**src/sv/ibci_pkg.sv**
```systemverilog
// Shared types, constants and helpers for the IMU bias calibration and integration block.
`timescale 1ns / 1ps

package ibci_pkg;

  // Field and storage widths.
  localparam int NUM_AXES      = 6;
  localparam int RAW_W         = 16;
  localparam int SCALE_W       = 24;
  localparam int GRAV_W        = 21;
  localparam int CNT_W         = 10;
  localparam int TICK_W        = 32;
  localparam int OUT_W         = 32;
  localparam int ANGLE_W       = 64;
  localparam int SUM_W         = 42;
  localparam int PROD_W        = RAW_W + SCALE_W + 1;
  localparam int DIVISOR_W     = CNT_W + 1;
  localparam int DIV_STEPS     = SUM_W;
  localparam int DIV_CNT_W     = $clog2(DIV_STEPS);
  localparam int COEF_FRAC     = 32;
  localparam int FRAC_BITS_DEF = 16;
  localparam int REG_IDX_W     = 2;
  localparam int REG_DATA_W    = 24;

  // Configuration register reset values.
  localparam logic [CNT_W-1:0]   CAL_SAMPLES_RST = CNT_W'(100);
  localparam logic [SCALE_W-1:0] ACCEL_SCALE_RST = SCALE_W'(2571633);
  localparam logic [SCALE_W-1:0] GYRO_SCALE_RST  = SCALE_W'(572224);
  localparam logic [GRAV_W-1:0]  GRAVITY_RST     = GRAV_W'(642908);

  // Item action codes.
  typedef enum logic [1:0] {
    ACT_CAL  = 2'd0,
    ACT_MEAS = 2'd1,
    ACT_DIS  = 2'd2,
    ACT_NONE = 2'd3
  } action_t;

  // Configuration register indexes.
  typedef enum logic [REG_IDX_W-1:0] {
    REG_CAL_SAMPLES = 2'd0,
    REG_ACCEL_SCALE = 2'd1,
    REG_GYRO_SCALE  = 2'd2,
    REG_GRAVITY     = 2'd3
  } reg_idx_t;

  // Sequencer states.
  typedef enum logic [2:0] {
    ST_IDLE,
    ST_SCALE,
    ST_CORR,
    ST_DIV,
    ST_BIAS,
    ST_MUL,
    ST_ACC,
    ST_PUSH
  } state_t;

  // Controls from the sequencer to every lane.
  typedef struct packed {
    logic load;
    logic do_scale;
    logic do_corr;
    logic cal_item;
    logic cal_finish;
    logic div_step;
    logic bias_wr;
  } lane_ctrl_t;

  // Controls from the sequencer to the merge stage.
  typedef struct packed {
    logic load;
    logic mul;
    logic acc;
    logic push;
    logic measure;
    logic disable_item;
    logic done;
  } merge_ctrl_t;

  // Saturate a wide signed value to signed 32 bits.
  function automatic logic signed [OUT_W-1:0] sat32(input logic signed [SUM_W:0] v);
    logic signed [SUM_W:0] hi;
    logic signed [SUM_W:0] lo;
    hi = (SUM_W+1)'(64'sd2147483647);
    lo = -(SUM_W+1)'(64'sd2147483648);
    if (v > hi) begin
      sat32 = OUT_W'(hi);
    end else if (v < lo) begin
      sat32 = OUT_W'(lo);
    end else begin
      sat32 = v[OUT_W-1:0];
    end
  endfunction

endpackage

```
**src/sv/ibci_merge.sv**
```systemverilog
// Merge stage: gyro x angle integration and the result register.
`timescale 1ns / 1ps

module ibci_merge (
  input  logic                                                    clk,
  input  logic                                                    rst,
  input  ibci_pkg::merge_ctrl_t                                   ctrl,
  input  logic [ibci_pkg::TICK_W-1:0]                             tick,
  input  logic [ibci_pkg::NUM_AXES-1:0][ibci_pkg::OUT_W-1:0]      corr,
  input  logic                                                    out_stall,
  output logic                                                    out_free,
  output logic                                                    out_valid,
  output logic [ibci_pkg::NUM_AXES-1:0][ibci_pkg::OUT_W-1:0]      res_corr,
  output logic [ibci_pkg::ANGLE_W-1:0]                            res_angle,
  output logic                                                    res_done
);

  localparam int AW = ibci_pkg::ANGLE_W;
  localparam int TW = ibci_pkg::TICK_W;
  localparam int OW = ibci_pkg::OUT_W;

  logic [TW-1:0] tick_q;
  logic [TW-1:0] prev_tick;
  logic [AW-1:0] prod_q;
  logic [AW-1:0] angle_acc;
  logic          integrating;
  logic [TW-1:0] dt;
  logic [OW-1:0] gx;

  assign gx       = corr[3];
  assign dt       = tick_q - prev_tick;
  assign out_free = !out_valid || !out_stall;

  // Item tick, the product of corrected gyro x and the tick delta, and the result register.
  always_ff @(posedge clk) begin
    if (ctrl.load) begin
      tick_q <= tick;
    end
    if (ctrl.mul) begin
      prod_q <= $signed({{(AW-OW){gx[OW-1]}}, gx}) * $signed({{(AW-TW){1'b0}}, dt});
    end
    if (ctrl.push) begin
      res_corr  <= corr;
      res_angle <= ctrl.measure && integrating ? angle_acc : angle_acc;
      res_done  <= ctrl.done;
    end
  end

  // Integration state.
  always_ff @(posedge clk) begin
    if (rst) begin
      integrating <= 1'b0;
      prev_tick   <= '0;
      angle_acc   <= '0;
    end else if (ctrl.acc) begin
      if (ctrl.measure) begin
        if (integrating) begin
          angle_acc <= angle_acc + prod_q;
        end
        integrating <= 1'b1;
        prev_tick   <= tick_q;
      end else if (ctrl.disable_item) begin
        integrating <= 1'b0;
      end
    end
  end

  // Result register handshake.
  always_ff @(posedge clk) begin
    if (rst) begin
      out_valid <= 1'b0;
    end else if (ctrl.push) begin
      out_valid <= 1'b1;
    end else if (!out_stall) begin
      out_valid <= 1'b0;
    end
  end

endmodule

```
**config.mk**
```make
export PLATFORM = sky130hd
export DESIGN_NAME = ibci_merge
export DESIGN_NICKNAME = d
export VERILOG_FILES = /design/src/sv/ibci_pkg.sv /design/src/sv/ibci_merge.sv
export SDC_FILE = /design/constraint.sdc
export NUM_CORES = 2
export LEC_CHECK = 0
export ABC_AREA = 0
export BUFFER_PORTS_ARGS = -buffer_cell sky130_fd_sc_hd__buf_2
export CORE_ASPECT_RATIO = 2
export CORE_UTILIZATION = 44
export CTS_CLUSTER_DIAMETER = 40
export DETAILED_ROUTE_END_ITERATION = 7
export MAX_ROUTING_LAYER = met4
export PLACE_DENSITY = 0.75
export SETUP_SLACK_MARGIN = 0.2
export SLEW_MARGIN = 10
export SYNTH_ARGS = -nofsm -noshare
export SYNTH_HDL_FRONTEND = slang
export SYNTH_SLANG_ARGS = --single-unit
export TNS_END_PERCENT = 100
```
**constraint.sdc**
```tcl
create_clock -name clk -period 9.4 [get_ports clk]
set_clock_uncertainty 0.1 [all_clocks]
set_input_delay 0.94 -clock clk [delete_from_list [all_inputs] [get_ports clk]]
set_output_delay 0.94 -clock clk [all_outputs]
set_load 0.01 [all_outputs]
```
# ---- Word level (Yosys, flattened, before mapping)
# Index checks and enable logic that the tools add are counted.
# Widths: inputs -> output; s select.
dict set report totals {
  regBits 451
  output_inout_bits 259
  word_cells 29
}
dict set report op_classes {
  addsub 2
  mul 1
  eq_ne 1
  n_mux 4
  n_reduce_logical 7
}
# op count
set ops {}
lappend ops {{$add 64x64->64} 1}
lappend ops {{$mul 32x33->64} 1}
lappend ops {{$sub 32x32->32} 1}
lappend ops {{$mux 1} 4}
lappend ops {{$reduce_and 2->1} 2}
lappend ops {{$reduce_and 3->1} 1}
lappend ops {{$logic_not 1->1} 2}
lappend ops {{$ne 2x2->1 const B} 1}
lappend ops {{$reduce_bool 2->1} 1}
lappend ops {{$logic_or 1x1->1} 1}

# ---- Longest topological paths before layout
dict set report depth {
  ltp_word 2
  ltp_mapped 42
  ltp_nobuf 41
}

# ---- Least setup slack after synthesis
# Ideal clock, no wire load.
dict set report synth_timing {
  path_type {register to register}
  start {reg tick_q[1]}
  end {reg prod_q[59] (data pin)}
  arrival_ns 9.264
  t_required_ns 9.040
  setup_slack_ns -0.224
  path_stages_with_launch 37
  path_cell_list {edfxtp_1 ha_1 nor2b_1 o21a_1 o21ai_1 a21oi_1 a221o_1 a211oi_2 o21bai_1 a21oi_1 o21ai_1 xnor2_1 clkbuf_1 and2_1 fa_1 fa_1 inv_1 fa_1 fa_1 inv_1 fa_1 fa_1 fa_1 fa_1 ha_1 buf_2 a21o_1 a21oi_1 and3_1 nand4_1 a31oi_2 o21ai_1 and3_1 o41ai_4 o31ai_1 a211o_1 xor2_1}
}
dict set report synth_between {
  elab_chain_cells 2
}
# element line
set synth_rtl {}
lappend synth_rtl {{start: declaration} ibci_merge.sv:22} ;# logic [TW-1:0] tick_q;
lappend synth_rtl {{start signal: assignment} ibci_merge.sv:37} ;# tick_q <= tick;
lappend synth_rtl {{$sub 32x32->32} ibci_merge.sv:31} ;# assign dt = tick_q - prev_tick;
lappend synth_rtl {{$mul 32x33->64} ibci_merge.sv:40} ;# prod_q <= $signed({{(AW-OW){gx[OW-1]}}, gx}) * $signed({{(AW-TW){1'b0}}, dt});
lappend synth_rtl {{end signal: assignment} ibci_merge.sv:40}
lappend synth_rtl {{end: declaration} ibci_merge.sv:24} ;# logic [AW-1:0] prod_q;
# No other way between the ends.
# A chain may end at the register's enable or synchronous reset.

# ---- Final worst setup path
# Same ends and word-level chain as after synthesis.

==> flow_metrics.py <==
metrics = {
    "yosys": {
        "syn_area_mm2": 0.0529,
        "syn_nets": 6817,
        "synthCells": 5299,
        "synth_cell_types": 79,
        "async_flop_share": 0,
        "synth_top_flop_cell": "edfxtp_1",
        "synth_edf_count": 353,
        "ys_warn_count": 0,
        "ys_ff_latch": 451,
        "syn_area_per_cell_um2": 9.99,
        "ys_seq_area_frac": 0.237,
    },
    "cts": {
        "cts_hold_buf": 0,
        "h-tree-depth": 2,
        "cts-root-buf": "clkbuf_16",
        "clock_path_buffers": 3,
        "tritoncts": "built",
        "cts_inserted_buffers": 54,
        "clkTransAtPathRegs_ps": 70,
        "cts.sinks": 451,
        "clkLatencyLatePin_ps": 670,
    },
    "sta": {
        "worst_pin_slew_ps": 1250,
        "timing.hold.ws_ps": 342,
        "worst_slack_ps": -671,
        "rsz0062_at_grt": "true",
        "slew_violations": 0,
        "fmax_mhz": 99.3,
        "slew_headroom": 0.169,
        "min_period_ps": 10070,
        "hold_violations": 0,
        "setup_viol": 27,
        "fin_crit_sh": 1.07,
    },
    "worst_setup_path": {
        "cpPeakStageDelay_ps": 570,
        "r2r_cells": 39,
        "critical-path-slowest-cell": "fa_2",
        "crit_top_cell": "fa_1",
        "cp_max_fo": 7,
        "crit_type": "flip-flop to flip-flop",
        "critical_path_required_ps": 9710,
        "start_kind": "flip-flop",
        "arrival_ps": 10380,
        "end_kind": "flip-flop",
        "r2r-start": "tick_q[1]",
        "crit_start": "tick_q[1]",
    },
    "final_layout": {
        "layout-drive-gt1-share": 0.212,
        "synthToLayoutAreaGrowth_pct": 19.8,
        "stdcell_count": 7623,
        "post-route-util": 0.532,
        "fin_area_mm2": 0.0634,
        "num-fill-cells": 10300,
        "finalNetCount": 7545,
    },
    "routing": {
        "dr.pass1.iters": 8,
        "routed_wl_um": 172000,
        "vias_per_cell": 5.34,
        "vias": 40700,
        "drt_iter0_markers": 2184,
        "ant_nets": 0,
        "drc_errors": 164,
        "wire_per_inst_um": 22.6,
    },
    "global_route": {
        "grt_max_degree": 154,
        "grt_pass1_vias": 44700,
        "grt_usage": 0.293,
        "antenna_found_initial": 15,
        "grt_remaining_overflow": 0,
        "grt_pass1_wl_um": 256000,
    },
    "place": {
        "gp_congestion": 0.975,
        "placement.io_buffers": 492,
        "dpl_cell_area_mm2": 0.0598,
        "place_inst": 7464,
        "hpwlAfterDp_um": 142000,
    },
    "floorplan": {
        "ioPinCount": 493,
        "start_util": 0.444,
        "design.core.area_mm2": 0.119,
        "chipHeight_um": 492,
        "fp.dieW_um": 247,
        "dieArea_mm2": 0.122,
        "rows": 179,
    },
    "flow_run": {
        "maxCapViolations": 0,
    },
    "min_path": {
        "min_path_cells": 1,
        "hp-start": "corr[0]",
        "hold_class": "input port to flip-flop",
    },
    "status": {
        "status": "finished, violations left",
        "violations": "design-rule violations, negative setup slack",
    },
}
==> logic make-up after synthesis <==
| family | after synthesis | share of synthesized area |
|---|---|---|
| mux | 2 | 0.000378 |
| fa+ha+maj | 1284 | 0.431 |
| xor+xnor | 145 | 0.0240 |
| flops | 451 | 0.237 |
| buf+inv | 1244 | 0.0883 |
| simple gates | 1605 | 0.151 |
| compound gates | 568 | 0.0681 |
==> worst max-delay path, delay by kind of cell (launching register included) <==
family | cells | cell delay, ps
AOI/OAI and AO/OA | 13 | 2610
adders and majority gates | 10 | 4470
DFF | 1 | 390
xor gates and xnor gates | 2 | 310
and+or+nand+nor | 6 | 830
buffers and inverters | 8 | 1090
==> per-stage QoR <==
step	setup slack [ps]	TNS (ps)
detailed placement	-947	-18380
floorplan	-101	-192
global placement	-860	-16000
CTS	-592	-8580
finish	-671	-10070
global route	-1010	-20810
==> per-layer routing <==
| metal | global-route usage | wire length [um] | vias to the layer above | share of wire |
|---|---|---|---|---|
| met3 | 0.0441 | 10600 | 736 | 0.062 |
| li1 | - | - | 17900 | - |
| met5 | - | 0 | - | 0 |
| met1 | 0.265 | 52400 | 20300 | 0.30 |
| met2 | 0.538 | 93700 | 1781 | 0.54 |
| met4 | 0.227 | 15600 | 0 | 0.090 |
==> state kept, by name, indices dropped and copies added, names as in the netlist <==
register	count
prev_tick	32
tick_q	32
prod_q	64
integrating	1
res_corr	192
res_angle	64
angle_acc	64
out_valid	1
res_done	1
==> final timing paths <==
check	to	slack (ps)
setup / recovery	prod_q[59]	-670
hold / removal	res_corr[0]	340
setup reg to reg	prod_q[59]	-670
hold reg to reg	prev_tick[10]	350
==> final cells by class <==
type / instances / area (um2) / share of cell area
Multi-Input combinational cell: 3604 / 37000 / 0.583
Sequential cell: 451 / 12600 / 0.198
Timing Repair Buffer: 952 / 6330 / 0.0999
Inverter: 964 / 3620 / 0.0571
Tap cell: 1538 / 1920 / 0.0304
Clock buffer: 67 / 1470 / 0.0232
Clock inverter: 35 / 472 / 0.00744
Antenna cell: 12 / 30.0 / 0.000474
==> synth_stat cells (all sizes together), types with 54 or more instances <==
| cell | number | area [um2] |
|---|---|---|
| ha | 385 | 4820 |
| nor2b | 62 | 388 |
| fa | 899 | 18000 |
| a21o | 83 | 624 |
| xor2 | 56 | 490 |
| nand2 | 676 | 2540 |
| nand2b | 54 | 338 |
| inv | 964 | 3620 |
| nor2 | 124 | 468 |
| a21oi | 245 | 1230 |
| and2 | 541 | 3380 |
| edfxtp | 353 | 10600 |
| dfxtp | 98 | 1960 |
| clkbuf | 266 | 998 |
| o21ai | 99 | 507 |
| xnor2 | 89 | 780 |
==> layout by cell type (no fill, tap or decap), types with 23 or more instances in the layout <==
master and count:
a21oi_2 32, buf_4 400, xnor2_1 66, inv_2 23, ha_1 363, xor2_1 47
edfxtp_1 353, nor2_1 118, buf_2 491, and2_1 523, inv_1 941, o21ai_0 55
nor2b_1 60, a21oi_1 207, dfxtp_1 97, clkbuf_16 56, a21o_1 82, nand2b_1 50
nand3_1 41, nand4_1 34, buf_6 39, fa_1 883, o21bai_1 24, nand2_1 668
==> repair_timing <==
item / in CTS / in global routing
endpoints found under the setup margin: 36 / 39
cloned: 2 / 0
resized for setup: 139 / 140
buffers inserted: 24 / 19
pin swaps: 79 / 108
Power is left out: the tool's default activity adds up to more than one toggle a clock period on the data nets, which glitch-free logic cannot reach.
